**src/hw/rtl/dbc_pkg.sv**
```systemverilog
// Shared types and constants for the DDS-referenced compensator.
// Holds the control-word layout, the sequencer program, the sine table and
// the coefficient helpers used by the top level and the datapath.
`default_nettype none

package dbc_pkg;

  // Field widths
  localparam int unsigned ADC_W    = 10;
  localparam int unsigned DAC_W    = 12;
  localparam int unsigned ERR_W    = 13;
  localparam int unsigned PHASE_W  = 16;
  localparam int unsigned COEF_W   = 12;
  localparam int unsigned COEFS_W  = 60;
  localparam int unsigned ACC_W    = 32;
  localparam int unsigned PROD_W   = COEF_W + ERR_W;
  localparam int unsigned TBL_AW   = 8;
  localparam int unsigned STEP_W   = 4;
  localparam int unsigned CFG_IDX_W = 3;

  localparam logic [DAC_W-1:0] DAC_MAX = 12'd4095;

  // y = floor(adc * 129 / 40) == (adc * Y_RECIP) >> Y_SHIFT for every 10-bit adc
  localparam int unsigned      Y_SHIFT = 20;
  localparam logic [21:0]      Y_RECIP = 22'd3381658;
  localparam logic [DAC_W-1:0] SINE_OFFSET = 12'd1023;

  // Configuration reset values
  localparam logic [PHASE_W-1:0] PHASE_STEP_RST = 16'd1267;
  localparam logic [1:0]         WAVE_MODE_RST  = 2'd0;
  localparam logic [DAC_W-1:0]   REF_HIGH_RST   = 12'd999;
  localparam logic [COEFS_W-1:0] COEFS_RST      = 60'h000_0000_0100_0000;

  typedef enum logic [CFG_IDX_W-1:0] {
    CFG_PHASE_STEP = 3'd0,
    CFG_WAVE_MODE  = 3'd1,
    CFG_REF_HIGH   = 3'd2,
    CFG_LAW_COEFS  = 3'd3,
    CFG_AWU_COEFS  = 3'd4
  } cfg_idx_t;

  typedef enum logic [1:0] {
    WAVE_SINE     = 2'd0,
    WAVE_TRIANGLE = 2'd1,
    WAVE_SQUARE   = 2'd2
  } wave_t;

  // Sequencer control word
  typedef enum logic [2:0] {
    ACT_NONE = 3'd0,
    ACT_TAKE = 3'd1,  // wait for and latch a request
    ACT_ERR  = 3'd2,  // form reference and error
    ACT_EMIT = 3'd3,  // load result, shift histories, advance phase
    ACT_LAWP = 3'd4,  // store MAC sum as normal-law partial
    ACT_AWUP = 3'd5   // store MAC sum as anti-windup partial
  } act_t;

  typedef enum logic [1:0] {
    BASE_ZERO = 2'd0,
    BASE_ACC  = 2'd1,
    BASE_LAWP = 2'd2,
    BASE_AWUP = 2'd3
  } base_t;

  typedef enum logic {
    BANK_LAW = 1'b0,
    BANK_AWU = 1'b1
  } bank_t;

  typedef enum logic [2:0] {
    COEF_A1 = 3'd0,
    COEF_A2 = 3'd1,
    COEF_B0 = 3'd2,
    COEF_B1 = 3'd3,
    COEF_B2 = 3'd4
  } coef_t;

  typedef enum logic [2:0] {
    OPD_E  = 3'd0,
    OPD_E1 = 3'd1,
    OPD_E2 = 3'd2,
    OPD_U1 = 3'd3,
    OPD_U2 = 3'd4
  } opd_t;

  typedef enum logic [1:0] {
    JMP_NEXT     = 2'd0,
    JMP_IN_RANGE = 2'd1,
    JMP_ALWAYS   = 2'd2
  } jmp_t;

  typedef logic [STEP_W-1:0] step_t;

  typedef struct packed {
    act_t  act;
    base_t base;
    bank_t bank;
    coef_t coef;
    opd_t  opd;
    logic  neg;
    logic  acc_we;
    jmp_t  jmp;
    step_t target;
  } ctrl_word_t;

  localparam step_t STEP_TAKE = 4'd0;
  localparam step_t STEP_EMIT = 4'd5;

  // Program ROM. Field order: act, base, bank, coef, opd, neg, acc_we, jmp, target
  function automatic ctrl_word_t prog_word(input step_t s);
    ctrl_word_t w;
    unique case (s)
      4'd0:  w = '{ACT_TAKE, BASE_ZERO, BANK_LAW, COEF_B0, OPD_E,  1'b0, 1'b0,
                  JMP_NEXT, STEP_TAKE};
      4'd1:  w = '{ACT_ERR,  BASE_ZERO, BANK_LAW, COEF_B0, OPD_E,  1'b0, 1'b0,
                  JMP_NEXT, STEP_TAKE};
      4'd2:  w = '{ACT_NONE, BASE_LAWP, BANK_LAW, COEF_B0, OPD_E,  1'b0, 1'b1,
                  JMP_NEXT, STEP_TAKE};
      4'd3:  w = '{ACT_NONE, BASE_ZERO, BANK_LAW, COEF_B0, OPD_E,  1'b0, 1'b0,
                  JMP_IN_RANGE, STEP_EMIT};
      4'd4:  w = '{ACT_NONE, BASE_AWUP, BANK_AWU, COEF_B0, OPD_E,  1'b0, 1'b1,
                  JMP_NEXT, STEP_TAKE};
      4'd5:  w = '{ACT_EMIT, BASE_ZERO, BANK_LAW, COEF_B0, OPD_E,  1'b0, 1'b0,
                  JMP_NEXT, STEP_TAKE};
      4'd6:  w = '{ACT_NONE, BASE_ZERO, BANK_LAW, COEF_A1, OPD_U1, 1'b1, 1'b1,
                  JMP_NEXT, STEP_TAKE};
      4'd7:  w = '{ACT_NONE, BASE_ACC,  BANK_LAW, COEF_A2, OPD_U2, 1'b1, 1'b1,
                  JMP_NEXT, STEP_TAKE};
      4'd8:  w = '{ACT_NONE, BASE_ACC,  BANK_LAW, COEF_B1, OPD_E1, 1'b0, 1'b1,
                  JMP_NEXT, STEP_TAKE};
      4'd9:  w = '{ACT_LAWP, BASE_ACC,  BANK_LAW, COEF_B2, OPD_E2, 1'b0, 1'b0,
                  JMP_NEXT, STEP_TAKE};
      4'd10: w = '{ACT_NONE, BASE_ZERO, BANK_AWU, COEF_A1, OPD_U1, 1'b1, 1'b1,
                  JMP_NEXT, STEP_TAKE};
      4'd11: w = '{ACT_NONE, BASE_ACC,  BANK_AWU, COEF_A2, OPD_U2, 1'b1, 1'b1,
                  JMP_NEXT, STEP_TAKE};
      4'd12: w = '{ACT_NONE, BASE_ACC,  BANK_AWU, COEF_B1, OPD_E1, 1'b0, 1'b1,
                  JMP_NEXT, STEP_TAKE};
      4'd13: w = '{ACT_AWUP, BASE_ACC,  BANK_AWU, COEF_B2, OPD_E2, 1'b0, 1'b0,
                  JMP_ALWAYS, STEP_TAKE};
      default: w = '{ACT_NONE, BASE_ZERO, BANK_LAW, COEF_B0, OPD_E, 1'b0, 1'b0,
                  JMP_ALWAYS, STEP_TAKE};
    endcase
    return w;
  endfunction

  // Signed 12-bit field of a packed coefficient register
  function automatic logic signed [COEF_W-1:0] coef_field(input logic [COEFS_W-1:0] regv,
                                                          input coef_t k);
    logic signed [COEF_W-1:0] c;
    unique case (k)
      COEF_A1: c = $signed(regv[11:0]);
      COEF_A2: c = $signed(regv[23:12]);
      COEF_B0: c = $signed(regv[35:24]);
      COEF_B1: c = $signed(regv[47:36]);
      COEF_B2: c = $signed(regv[59:48]);
      default: c = '0;
    endcase
    return c;
  endfunction

  // Triangle: rises by 2 up to 0xff, then falls by 2 to 0
  function automatic logic [7:0] tri_entry(input logic [TBL_AW-1:0] i);
    logic [7:0] d;
    logic [7:0] t;
    d = {1'b0, i[5:0], 1'b0};
    case (i[7:6])
      2'd0: t = d + 8'h02;
      2'd1: t = 8'h81 + d;
      2'd2: t = (i[5:0] == 6'h3f) ? 8'h80 : 8'hfd - d;
      default: t = 8'h7e - d;
    endcase
    return t;
  endfunction

  localparam logic [7:0] SINE_ROM [256] = '{
    8'h80, 8'h83, 8'h86, 8'h89, 8'h8c, 8'h8f, 8'h92, 8'h95,
    8'h98, 8'h9b, 8'h9e, 8'ha2, 8'ha5, 8'ha7, 8'haa, 8'had,
    8'hb0, 8'hb3, 8'hb6, 8'hb9, 8'hbc, 8'hbe, 8'hc1, 8'hc4,
    8'hc6, 8'hc9, 8'hcb, 8'hce, 8'hd0, 8'hd3, 8'hd5, 8'hd7,
    8'hda, 8'hdc, 8'hde, 8'he0, 8'he2, 8'he4, 8'he6, 8'he8,
    8'hea, 8'heb, 8'hed, 8'hee, 8'hf0, 8'hf1, 8'hf3, 8'hf4,
    8'hf5, 8'hf6, 8'hf8, 8'hf9, 8'hfa, 8'hfa, 8'hfb, 8'hfc,
    8'hfd, 8'hfd, 8'hfe, 8'hfe, 8'hfe, 8'hff, 8'hff, 8'hff,
    8'hff, 8'hff, 8'hff, 8'hff, 8'hfe, 8'hfe, 8'hfe, 8'hfd,
    8'hfd, 8'hfc, 8'hfb, 8'hfa, 8'hfa, 8'hf9, 8'hf8, 8'hf6,
    8'hf5, 8'hf4, 8'hf3, 8'hf1, 8'hf0, 8'hee, 8'hed, 8'heb,
    8'hea, 8'he8, 8'he6, 8'he4, 8'he2, 8'he0, 8'hde, 8'hdc,
    8'hda, 8'hd7, 8'hd5, 8'hd3, 8'hd0, 8'hce, 8'hcb, 8'hc9,
    8'hc6, 8'hc4, 8'hc1, 8'hbe, 8'hbc, 8'hb9, 8'hb6, 8'hb3,
    8'hb0, 8'had, 8'haa, 8'ha7, 8'ha5, 8'ha2, 8'h9e, 8'h9b,
    8'h98, 8'h95, 8'h92, 8'h8f, 8'h8c, 8'h89, 8'h86, 8'h83,
    8'h80, 8'h7c, 8'h79, 8'h76, 8'h73, 8'h70, 8'h6d, 8'h6a,
    8'h67, 8'h64, 8'h61, 8'h5d, 8'h5a, 8'h58, 8'h55, 8'h52,
    8'h4f, 8'h4c, 8'h49, 8'h46, 8'h43, 8'h41, 8'h3e, 8'h3b,
    8'h39, 8'h36, 8'h34, 8'h31, 8'h2f, 8'h2c, 8'h2a, 8'h28,
    8'h25, 8'h23, 8'h21, 8'h1f, 8'h1d, 8'h1b, 8'h19, 8'h17,
    8'h15, 8'h14, 8'h12, 8'h11, 8'h0f, 8'h0e, 8'h0c, 8'h0b,
    8'h0a, 8'h09, 8'h07, 8'h06, 8'h05, 8'h05, 8'h04, 8'h03,
    8'h02, 8'h02, 8'h01, 8'h01, 8'h01, 8'h00, 8'h00, 8'h00,
    8'h00, 8'h00, 8'h00, 8'h00, 8'h01, 8'h01, 8'h01, 8'h02,
    8'h02, 8'h03, 8'h04, 8'h05, 8'h05, 8'h06, 8'h07, 8'h09,
    8'h0a, 8'h0b, 8'h0c, 8'h0e, 8'h0f, 8'h11, 8'h12, 8'h14,
    8'h15, 8'h17, 8'h19, 8'h1b, 8'h1d, 8'h1f, 8'h21, 8'h23,
    8'h25, 8'h28, 8'h2a, 8'h2c, 8'h2f, 8'h31, 8'h34, 8'h36,
    8'h39, 8'h3b, 8'h3e, 8'h41, 8'h43, 8'h46, 8'h49, 8'h4c,
    8'h4f, 8'h52, 8'h55, 8'h58, 8'h5a, 8'h5d, 8'h61, 8'h64,
    8'h67, 8'h6a, 8'h6d, 8'h70, 8'h73, 8'h76, 8'h79, 8'h7c
  };

endpackage

`default_nettype wire

```
**src/hw/rtl/dbc_datapath.sv**
```systemverilog
// Datapath of the compensator: reference generator, error, one shared
// multiply-accumulate unit, histories and precomputed partial sums.
// Driven step by step by the control word from the top level; uses dbc_pkg.
`default_nettype none

module dbc_datapath (
  input  wire logic                            clk,
  input  wire logic                            rst_n,
  input  wire dbc_pkg::ctrl_word_t             ctrl,
  input  wire logic                            go,
  input  wire logic [dbc_pkg::ADC_W-1:0]       adc_sample,
  input  wire logic [dbc_pkg::PHASE_W-1:0]     phase_step,
  input  wire logic [1:0]                      wave_mode,
  input  wire logic [dbc_pkg::DAC_W-1:0]       ref_high,
  input  wire logic [dbc_pkg::COEFS_W-1:0]     law_coefs,
  input  wire logic [dbc_pkg::COEFS_W-1:0]     awu_coefs,
  output logic                                 in_range,
  output logic [dbc_pkg::DAC_W-1:0]            drive,
  output logic signed [dbc_pkg::ERR_W-1:0]     err,
  output logic [dbc_pkg::DAC_W-1:0]            ref_level
);
  import dbc_pkg::*;

  logic [ADC_W-1:0]          adc_r;
  logic [PHASE_W-1:0]        phase_r;
  logic signed [ERR_W-1:0]   e_r, e1_r, e2_r;
  logic [DAC_W-1:0]          u1_r, u2_r;
  logic [DAC_W-1:0]          ref_r;
  logic signed [ACC_W-1:0]   acc_r, lawp_r, awup_r;

  logic [31:0]               y_prod;
  logic [DAC_W-1:0]          y_val;
  logic [TBL_AW-1:0]         tbl_idx;
  logic [7:0]                tbl_val;
  logic [14:0]               tbl_scaled;
  logic [DAC_W-1:0]          ref_val;
  logic signed [ERR_W-1:0]   e_val;

  logic signed [COEF_W-1:0]  mul_c;
  logic signed [ERR_W-1:0]   mul_d;
  logic signed [PROD_W-1:0]  prod;
  logic signed [ACC_W-1:0]   base_val;
  logic signed [ACC_W-1:0]   term;
  logic signed [ACC_W-1:0]   sum;

  // Measurement scaling and reference
  assign y_prod  = 32'(adc_r) * 32'(Y_RECIP);
  assign y_val   = y_prod[Y_SHIFT +: DAC_W];
  assign tbl_idx = phase_r[PHASE_W-1 -: TBL_AW];

  always_comb begin
    if (wave_mode == WAVE_SINE) begin
      tbl_val = SINE_ROM[tbl_idx];
    end else begin
      tbl_val = tri_entry(tbl_idx);
    end
    tbl_scaled = 15'(tbl_val) * 15'd125;
    case (wave_mode)
      WAVE_SINE:     ref_val = DAC_W'(tbl_scaled >> 5) + SINE_OFFSET;
      WAVE_TRIANGLE: ref_val = DAC_W'(tbl_scaled >> 5);
      // unused mode behaves as the square wave
      default:       ref_val = phase_r[PHASE_W-1] ? ref_high : '0;
    endcase
    e_val = $signed({1'b0, ref_val}) - $signed({1'b0, y_val});
  end

  // Shared multiply-accumulate
  always_comb begin
    mul_c = (ctrl.bank == BANK_AWU) ? coef_field(awu_coefs, ctrl.coef)
                                    : coef_field(law_coefs, ctrl.coef);
    case (ctrl.opd)
      OPD_E:   mul_d = e_r;
      OPD_E1:  mul_d = e1_r;
      OPD_E2:  mul_d = e2_r;
      OPD_U1:  mul_d = $signed({1'b0, u1_r});
      OPD_U2:  mul_d = $signed({1'b0, u2_r});
      default: mul_d = '0;
    endcase
    prod = PROD_W'(mul_c) * PROD_W'(mul_d);
    case (ctrl.base)
      BASE_ZERO: base_val = '0;
      BASE_ACC:  base_val = acc_r;
      BASE_LAWP: base_val = lawp_r;
      default:   base_val = awup_r;
    endcase
    term = ctrl.neg ? -ACC_W'(prod) : ACC_W'(prod);
    sum  = base_val + term;
  end

  assign in_range = !acc_r[ACC_W-1] && (acc_r[ACC_W-2:DAC_W] == '0);

  always_comb begin
    if (acc_r[ACC_W-1]) begin
      drive = '0;
    end else if (acc_r[ACC_W-2:DAC_W] != '0) begin
      drive = DAC_MAX;
    end else begin
      drive = acc_r[DAC_W-1:0];
    end
  end

  assign err       = e_r;
  assign ref_level = ref_r;

  // Payload registers
  always_ff @(posedge clk) begin
    if (go && ctrl.act == ACT_TAKE) begin
      adc_r <= adc_sample;
    end
    if (go && ctrl.act == ACT_ERR) begin
      e_r   <= e_val;
      ref_r <= ref_val;
    end
    if (go && ctrl.acc_we) begin
      acc_r <= sum;
    end
  end

  // Loop state
  always_ff @(posedge clk) begin
    if (!rst_n) begin
      phase_r <= '0;
      e1_r    <= '0;
      e2_r    <= '0;
      u1_r    <= '0;
      u2_r    <= '0;
      lawp_r  <= '0;
      awup_r  <= '0;
    end else if (go) begin
      if (ctrl.act == ACT_EMIT) begin
        e2_r    <= e1_r;
        e1_r    <= e_r;
        u2_r    <= u1_r;
        u1_r    <= drive;
        phase_r <= phase_r + phase_step;
      end
      if (ctrl.act == ACT_LAWP) begin
        lawp_r <= sum;
      end
      if (ctrl.act == ACT_AWUP) begin
        awup_r <= sum;
      end
    end
  end

endmodule

`default_nettype wire

```
**src/hw/rtl/dds_reference_biquad_controller.sv**
```systemverilog
// Top level of the DDS-referenced second-order compensator with anti-windup.
// Holds configuration, the program sequencer and the result register;
// instantiates dbc_datapath and uses dbc_pkg.
//
// Usage:
//   Input channel in_valid/in_stall carries one 10-bit converter sample per
//   request. Result channel out_valid/out_stall carries drive, error and
//   reference for that sample. Configuration is a plain write port
//   (cfg_wr_en, cfg_index, cfg_wdata); write it only while the block is idle.
//   A 14-step microprogram runs one shared 12x13 multiplier: error, drive
//   (one extra step when anti-windup applies), emit, then four MAC steps for
//   each partial sum. The result is loaded into the output register at the
//   emit step; the next request is taken only after the program has run
//   both partial sums and returned to the take step. The step count of the
//   program, one multiply per step, sets how often requests are taken.
//   The result sits in an output register; the sequencer holds at the emit
//   step while the previous result is still stalled, and in_stall stays
//   high whenever the sequencer is not waiting for a request.
//   Synchronous reset clears phase, histories and partial sums, loads the
//   default configuration and drops out_valid.
`default_nettype none

module dds_reference_biquad_controller (
  input  wire logic                                  clk,
  input  wire logic                                  rst_n,
  input  wire logic                                  in_valid,
  output logic                                       in_stall,
  input  wire logic [dbc_pkg::ADC_W-1:0]             in_adc_sample,
  output logic                                       out_valid,
  input  wire logic                                  out_stall,
  output logic [dbc_pkg::DAC_W-1:0]                  out_drive_value,
  output logic signed [dbc_pkg::ERR_W-1:0]           out_error_value,
  output logic [dbc_pkg::DAC_W-1:0]                  out_reference_value,
  input  wire logic                                  cfg_wr_en,
  input  wire logic [dbc_pkg::CFG_IDX_W-1:0]         cfg_index,
  input  wire logic [dbc_pkg::COEFS_W-1:0]           cfg_wdata
);
  import dbc_pkg::*;

  logic [PHASE_W-1:0]       phase_step_r;
  logic [1:0]               wave_mode_r;
  logic [DAC_W-1:0]         ref_high_r;
  logic [COEFS_W-1:0]       law_coefs_r;
  logic [COEFS_W-1:0]       awu_coefs_r;

  step_t                    step_r, step_nxt;
  ctrl_word_t               ctrl;
  logic                     hold;
  logic                     go;
  logic                     in_range;

  logic [DAC_W-1:0]         dp_drive;
  logic signed [ERR_W-1:0]  dp_err;
  logic [DAC_W-1:0]         dp_ref;

  logic                     out_valid_r;
  logic [DAC_W-1:0]         out_drive_r;
  logic signed [ERR_W-1:0]  out_err_r;
  logic [DAC_W-1:0]         out_ref_r;
  logic                     emit;

  // Configuration registers
  always_ff @(posedge clk) begin
    if (!rst_n) begin
      phase_step_r <= PHASE_STEP_RST;
      wave_mode_r  <= WAVE_MODE_RST;
      ref_high_r   <= REF_HIGH_RST;
      law_coefs_r  <= COEFS_RST;
      awu_coefs_r  <= COEFS_RST;
    end else if (cfg_wr_en) begin
      unique case (cfg_idx_t'(cfg_index))
        CFG_PHASE_STEP: phase_step_r <= cfg_wdata[PHASE_W-1:0];
        CFG_WAVE_MODE:  wave_mode_r  <= cfg_wdata[1:0];
        CFG_REF_HIGH:   ref_high_r   <= cfg_wdata[DAC_W-1:0];
        CFG_LAW_COEFS:  law_coefs_r  <= cfg_wdata;
        CFG_AWU_COEFS:  awu_coefs_r  <= cfg_wdata;
        default: ;
      endcase
    end
  end

  // Sequencer
  assign ctrl = prog_word(step_r);

  always_comb begin
    case (ctrl.act)
      ACT_TAKE: hold = !in_valid;
      ACT_EMIT: hold = out_valid_r && out_stall;
      default:  hold = 1'b0;
    endcase
    go = !hold;

    step_nxt = step_r + 1'b1;
    if (hold) begin
      step_nxt = step_r;
    end else begin
      case (ctrl.jmp)
        JMP_IN_RANGE: if (in_range) step_nxt = ctrl.target;
        JMP_ALWAYS:   step_nxt = ctrl.target;
        default:      step_nxt = step_r + 1'b1;
      endcase
    end
  end

  always_ff @(posedge clk) begin
    if (!rst_n) begin
      step_r <= STEP_TAKE;
    end else begin
      step_r <= step_nxt;
    end
  end

  assign in_stall = (ctrl.act != ACT_TAKE);

  dbc_datapath u_datapath (
    .clk        (clk),
    .rst_n      (rst_n),
    .ctrl       (ctrl),
    .go         (go),
    .adc_sample (in_adc_sample),
    .phase_step (phase_step_r),
    .wave_mode  (wave_mode_r),
    .ref_high   (ref_high_r),
    .law_coefs  (law_coefs_r),
    .awu_coefs  (awu_coefs_r),
    .in_range   (in_range),
    .drive      (dp_drive),
    .err        (dp_err),
    .ref_level  (dp_ref)
  );

  // Result register
  assign emit = go && (ctrl.act == ACT_EMIT);

  always_ff @(posedge clk) begin
    if (!rst_n) begin
      out_valid_r <= 1'b0;
    end else if (emit) begin
      out_valid_r <= 1'b1;
    end else if (!out_stall) begin
      out_valid_r <= 1'b0;
    end
  end

  always_ff @(posedge clk) begin
    if (emit) begin
      out_drive_r <= dp_drive;
      out_err_r   <= dp_err;
      out_ref_r   <= dp_ref;
    end
  end

  assign out_valid           = out_valid_r;
  assign out_drive_value     = out_drive_r;
  assign out_error_value     = out_err_r;
  assign out_reference_value = out_ref_r;

endmodule

`default_nettype wire

```
**config.mk**
```make
export PLATFORM = sky130hd
export DESIGN_NAME = dds_reference_biquad_controller
export DESIGN_NICKNAME = d
export VERILOG_FILES = /design/src/hw/rtl/dbc_pkg.sv /design/src/hw/rtl/dbc_datapath.sv /design/src/hw/rtl/dds_reference_biquad_controller.sv
export SDC_FILE = /design/constraint.sdc
export NUM_CORES = 2
export LEC_CHECK = 0
export BUFFER_PORTS_ARGS = -buffer_cell sky130_fd_sc_hd__buf_4
export CAP_MARGIN = 10
export CORE_AREA = 2 2 318 320
export CTS_BUF_LIST = sky130_fd_sc_hd__clkbuf_16
export CTS_CLUSTER_DIAMETER = 150
export DETAILED_ROUTE_END_ITERATION = 8
export DIE_AREA = 0 0 320 322
export SLEW_MARGIN = 25
export SYNTH_ARGS = -nofsm -noshare
export SYNTH_HDL_FRONTEND = slang
export SYNTH_SLANG_ARGS = --single-unit
```
**constraint.sdc**
```tcl
create_clock -name clk -period 13.8 [get_ports clk]
set_clock_uncertainty 0.1 [all_clocks]
set_input_delay 0 -clock clk [delete_from_list [all_inputs] [get_ports clk]]
set_output_delay 0 -clock clk [all_outputs]
set_load 0.05 [all_outputs]
```
# Word level (Yosys, flattened, before mapping)
# Memory sizes are Yosys's and may differ from the RTL's. A register that Yosys moved wholly into a read port is not among the register bits.
# Cells that the tools add are included.
[word_totals] regBits=389 in_bits=78 elab_cells=113 memories=2 rom_bits=2336
[mem_list] name="(no name shown)" words=256 word_bits=8 rd=1 rd_ports_with_merged_regs=0 write_ports=0 line_no="dbc_datapath.sv:53" rtl="tbl_val = SINE_ROM[tbl_idx];"
[mem_list] name="(no name shown)" words=16 word_bits=18 rd=1 rd_ports_with_merged_regs=1 write_ports=0 line_no="dbc_pkg.sv:112" rtl="unique case (s)"
[op_classes] magnitude_cmp=1 muxes=22 n_eq_ne=27 bitwise_logic=2 reduce_logical=25 n_mul=3 addsub=10
[ops] op="$pmux W12 S5" count=2
[ops] op="$pmux W32 S3" count=1
[ops] op="$pmux W13 S5" count=1
[ops] op="$mux W12" count=4
[ops] op="$add A32 B32 Y32" count=1
[ops] op="$mux W32" count=1
[ops] op="$mux W8" count=4
[ops] op="$neg A25 Y32" count=1
[ops] op="$mul A10 B21 Y31 const B" count=1
[ops] op="$mul A12 B13 Y25" count=1
[ops] op="$eq A3 B2 Y1 const B" count=8
[ops] op="$pmux W12 S2" count=1
[ops] op="$pmux W8 S3" count=1
[ops] op="$logic_not A19 Y1" count=1
[ops] op="$reduce_bool A19 Y1" count=1
[ops] op="$add A16 B16 Y16" count=1
[ops] op="$reduce_and A2 Y1" count=8
[ops] op="$eq A3 B3 Y1 const B" count=5
[ops] op="$mul A8 B7 Y15 const B" count=1
[ops] op="$sub A12 B12 Y13" count=1
[ops] op="$eq A3 B1 Y1 const B" count=4
[ops] op="$mux W4" count=3
[ops] op="$add A10 B10 Y11 const B" count=1
[ops] op="$ge A9 B9 Y1 const B" count=1
[ops] op="other kinds (19)" count=36

# Logic depth before layout (Yosys ltp)
[logic_depth] depth_word=9 mapped_depth=43 mapped_depth_nobuf=41

# Hierarchy
# A second synthesis with hierarchy kept.
[unflattened] cells_unflattened=3689 area_unflattened_um2=32147.1
[by_module_without_submodules] module="dbc_datapath" area_per_inst_um2=24445.9 cells_each=2866 n_inst=1
[by_module_without_submodules] module="dds_reference_biquad_controller" area_per_inst_um2=7701.1 cells_each=823 n_inst=1

# Least setup slack after synthesis
# No wires, ideal clock.
[synth_timing] path_kind="register to register" startpoint="reg, netlist name ctrl[13]" endpoint="reg u_datapath.acc_r[30], data pin" slack_ps=3865 t_required_ps=13425 path_stages_with_launch=39 n_path_buf=4 period_less_slack_ps=9935 t_arrival_ps=9559 cell_sequence="dfxtp_1 > clkbuf_1 > inv_1 > nor3_1 > clkbuf_1 > clkbuf_1 > a221oi_1 > a31oi_1 > clkbuf_1 > nand2_1 > fa_1 > inv_1 > ha_1 > fa_1 > inv_1 > fa_1 > fa_1 > inv_1 > [... 3 more ...] > xnor2_1 > or3_1 > or3_1 > or3_1 > o31ai_1 > xnor2_1 > ha_1 > a21o_1 > a21o_1 > a21oi_1 > o31ai_1 > nand2_1 > a2bb2oi_1 > a31oi_1 > o21ai_0 > a21boi_0 > a221oi_1 > xnor2_1"
[synth_via] elab_chain_cells=7
[synth_lines] element="$eq A3 B3 Y1 (tied with other cells)" line_no="dbc_pkg.sv:151" rtl="unique case (k)"
[synth_lines] element="$pmux W12 S5" line_no="dbc_pkg.sv:151"
[synth_lines] element="$mux W12 *" line_no="dbc_datapath.sv:69" rtl="mul_c = (ctrl.bank == BANK_AWU) ? coef_field(awu_coefs, ctrl.coef)"
[synth_lines] element="$mul A12 B13 Y25 *" line_no="dbc_datapath.sv:79" rtl="prod = PROD_W'(mul_c) * PROD_W'(mul_d);"
[synth_lines] element="$neg A25 Y32" line_no="dbc_datapath.sv:86" rtl="term = ctrl.neg ? -ACC_W'(prod) : ACC_W'(prod);"
[synth_lines] element="$mux W32 *" line_no="dbc_datapath.sv:86"
[synth_lines] element="$add A32 B32 Y32 *" line_no="dbc_datapath.sv:87" rtl="sum = base_val + term;"
[synth_lines] element="named net u_datapath.sum[30]" line_no="dbc_datapath.sv:44" rtl="logic signed [ACC_W-1:0] sum;"
[synth_lines] element="end signal, assigned" line_no="dbc_datapath.sv:115" rtl="acc_r <= sum;"
[synth_lines] element="end, declared" line_no="dbc_datapath.sv:29" rtl="logic signed [ACC_W-1:0] acc_r, lawp_r, awup_r;"
# The timed path passes the listed nets; every way through them passes the cells marked *.
# A chain may end at the register's enable or synchronous reset.

# Final worst setup path
[layout_timing] startpoint="reg, netlist name ctrl[13]" endpoint="reg u_datapath.acc_r[30], data pin"
[layout_via] elab_chain_cells=7
[layout_lines] element="$eq A3 B3 Y1 (tied with other cells)" line_no="dbc_pkg.sv:151"
[layout_lines] element="$pmux W12 S5" line_no="dbc_pkg.sv:151"
[layout_lines] element="$mux W12 *" line_no="dbc_datapath.sv:69"
[layout_lines] element="$mul A12 B13 Y25 *" line_no="dbc_datapath.sv:79"
[layout_lines] element="$neg A25 Y32" line_no="dbc_datapath.sv:86"
[layout_lines] element="$mux W32 *" line_no="dbc_datapath.sv:86"
[layout_lines] element="$add A32 B32 Y32 *" line_no="dbc_datapath.sv:87"
[layout_lines] element="named net u_datapath.sum[30]" line_no="dbc_datapath.sv:44"
# Marked as above.

==> flow_metrics.py <==
metrics = {
    "yosys": {
        "synth_cell_types": 97,
        "yosys_register_bits": 404,
        "synth-main-ff-cell": "dfxtp_1",
        "ys_seq_area_share_pct": 28.9,
        "synthCells": 3661,
        "synth_edf_count": 104,
        "synth_nets": 4223,
        "syn_area_per_cell_sq_um": 8.64,
        "yosysWarnings": 0,
        "synth_area_sq_um": 31600,
        "async_reset_ff_share_pct": 0,
    },
    "timing": {
        "max_slew_margin_pct": 35.2,
        "tightestPinTransition_ns": 0.972,
        "setup_viol": 0,
        "finalCritPeriodShare_pct": 77.9,
        "finalWorstSetupSlack_ns": 3.05,
        "finalCriticalPeriod_ns": 10.75,
        "final_hold_viol_count": 0,
        "setup_tns_ns": 0,
        "slew_violations": 0,
        "rsz0062_at_grt": "no",
        "max_freq_mhz": 93.0,
    },
    "layout": {
        "fin_cells": 5085,
        "areaGrowthSynthToFinish_pct": 14.1,
        "drive_gt1_share_pct": 8.56,
        "layout_common_cells": "nand2_1, inv_1, dfxtp_1",
        "fin_nets": 4311,
        "final_common_cell": "nand2_1",
        "n_antenna_cell": 0,
    },
    "global_routing": {
        "grt_pass1_vias": 25000,
        "grt_antenna_before_repair": 0,
        "grt_overflow": 0,
        "grt_max_degree": 90,
        "grt_pass1_wl_um": 140000,
        "gr-usage-all-layers_pct": 17.0,
    },
    "route": {
        "remaining_drc_errors": 0,
        "drt-pass1-iter-count": 8,
        "routed_wl_um": 88200,
        "vias_per_cell": 5.00,
        "wire_per_inst_um": 17.3,
        "dr_total_vias": 25400,
        "ant_nets": 0,
        "drt-initial-drc-count": 1854,
    },
    "place": {
        "place_ws_ns": 2.90,
        "hpwlAfterDp_um": 65000,
        "dp.cells": 4917,
        "gp_congestion": 0.890,
        "io_buffers": 116,
    },
    "setup_path": {
        "cp_slowest_cell": "and3_1",
        "crit_family": "compound AO/OA/AOI/OAI gates",
        "reg2reg_to": "u_datapath.acc_r[30]",
        "worst-path-buf-inv": 4,
        "crit_arrival_ns": 11.00,
        "r2r_cells": 35,
        "path_class": "flip-flop to flip-flop",
        "crit_path_end": "u_datapath.acc_r[30]",
        "cp-start-kind": "flip-flop",
        "crit_path_max_fanout": 22,
        "crit_start": "ctrl[13]",
        "ff2ff_setup_slack_ns": 3.05,
        "worst_ep_required_time_ns": 14.05,
        "path_depth": 35,
        "cpPeakStageDelay_ns": 0.79,
        "crit_path_end_kind": "flip-flop",
        "worstReg2RegStart": "ctrl[13]",
    },
    "die": {
        "dieArea_sq_um": 103000,
        "die_x_um": 320,
        "die_h_um": 322,
        "start_util_pct": 31.8,
        "io_pins": 117,
        "core_sq_um": 99600,
        "fp-row-count": 116,
    },
    "clock_tree": {
        "clk-insertion-delay-late_ns": 0.64,
        "cts_tree": "yes",
        "cts_made_buffers": 48,
        "clk_path_buf_depth": 3,
        "cts_sinks": 404,
        "htreeDepth": 2,
        "path_clk_slew_ns": 0.06,
        "cts.root.buffer_cell": "clkbuf_16",
    },
    "flow_run": {
        "cap_violations": 0,
    },
    "status": {
        "run_status": "completed",
    },
    "hold_path": {
        "hold_class": "primary input to flip-flop",
    },
}
## cell families (layout without fill, tap and decap cells)
family / Yosys count / in the layout / synth area share, %
muxes: 77 / 77 / 2.65
and+or+nand+nor: 1164 / 1164 / 16.3
buffers and inverters: 586 / 712 / 7.06
adders and majority gates: 484 / 484 / 24.5
DFF: 404 / 404 / 28.9
xor gates and xnor gates: 123 / 123 / 3.41
AOI/OAI and AO/OA: 823 / 823 / 17.2
## cells in the mapped netlist, types with 86 or more instances
cell      number  area (sq um)
nor2_1       135           507
a21boi_0      94           706
dfxtp_1      300          6010
inv_1        378          1420
o21ai_0      110           551
a21oi_1      286          1430
clkbuf_1     173           649
xnor2_1       86           753
ha_1         257          3220
fa_1         227          4540
nand2_1      718          2700
edfxtp_1     104          3120
## metal layers
metal	vias up	wire (um)	GRT usage, %	share of wire, %
met1	12200	40000	22.9	45
met5	-	0	0	0
li1	12500	-	-	-
met3	133	4790	2.60	5.4
met4	0	2730	5.40	3.1
met2	625	40700	28.0	46
## worst register-to-register path: cells and delay by family, from the launching register on
family | cells | cell delay (ns)
AND/OR/NAND/NOR | 7 | 2.59
flip-flops | 1 | 0.42
AO/OA/AOI/OAI | 14 | 3.63
XOR/XNOR | 3 | 0.34
adder cells (fa/ha/maj) | 7 | 3.07
buffers and inverters | 4 | 0.37
## repair_timing
| item | CTS | global route |
|---|---|---|
| resized for setup | 0 | 0 |
| buffers inserted | 0 | 0 |
| hold buffers | 80 | 0 |
| setup endpoints to repair | 0 | 0 |
| endpoints found under the hold margin | 206 | 0 |
## worst min path at each step
stage / startpoint / to / slack, ns / cells past startpoint
3_5_place_dp: in_adc_sample[8] / u_datapath.adc_r[8] / 0.08 / 1
6_report: in_adc_sample[3] / u_datapath.adc_r[3] / 0.04 / 2
2_1_floorplan: in_adc_sample[0] / u_datapath.adc_r[0] / -0.001 / 0
4_1_cts: in_adc_sample[3] / u_datapath.adc_r[3] / 0.004 / 2
3_3_place_gp: in_adc_sample[4] / u_datapath.adc_r[4] / 0.08 / 1
5_1_grt: in_adc_sample[3] / u_datapath.adc_r[3] / 0.02 / 2
## state kept, by name, summed over array words and instances, names as in the netlist, 12 cells and up
| signal | cells |
|---|---|
| awu_coefs_r | 60 |
| ctrl | 15 |
| law_coefs_r | 60 |
| out_drive_value | 12 |
| out_error_value | 13 |
| out_reference_value | 12 |
| phase_step_r | 16 |
| ref_high_r | 12 |
| u_datapath.acc_r | 32 |
| u_datapath.awup_r | 32 |
| u_datapath.e1_r | 13 |
| u_datapath.e2_r | 13 |
| u_datapath.err | 13 |
| u_datapath.lawp_r | 32 |
| u_datapath.phase_r | 16 |
| u_datapath.ref_level | 12 |
| u_datapath.u1_r | 12 |
| u_datapath.u2_r | 12 |
## cell type report
cell class / instances / area [sq um]
tap: 1298 / 1620
fill: 10200 / 63500
multi-input combinational: 2671 / 20300
clock buffer: 49 / 1230
inverter: 383 / 1440
sequential: 404 / 9130
clock inverter: 39 / 307
timing repair buffer: 241 / 2010
## through the flow
step / cell area, sq um / hold WS [ns] / utilization (%)
finish: 36100 / 0.0355 / 36.2
global route: 36100 / 0.0240 / 36.2
CTS: 36100 / 0.00409 / 36.2
detailed placement: 33700 / 0.0804 / 33.9
global placement: 33700 / 0.0808 / 33.9
floorplan: 31600 / -0.00113 / -
Power is left out: the tool's default activity adds up to more than one toggle a clock period on the data nets, which glitch-free logic cannot reach.
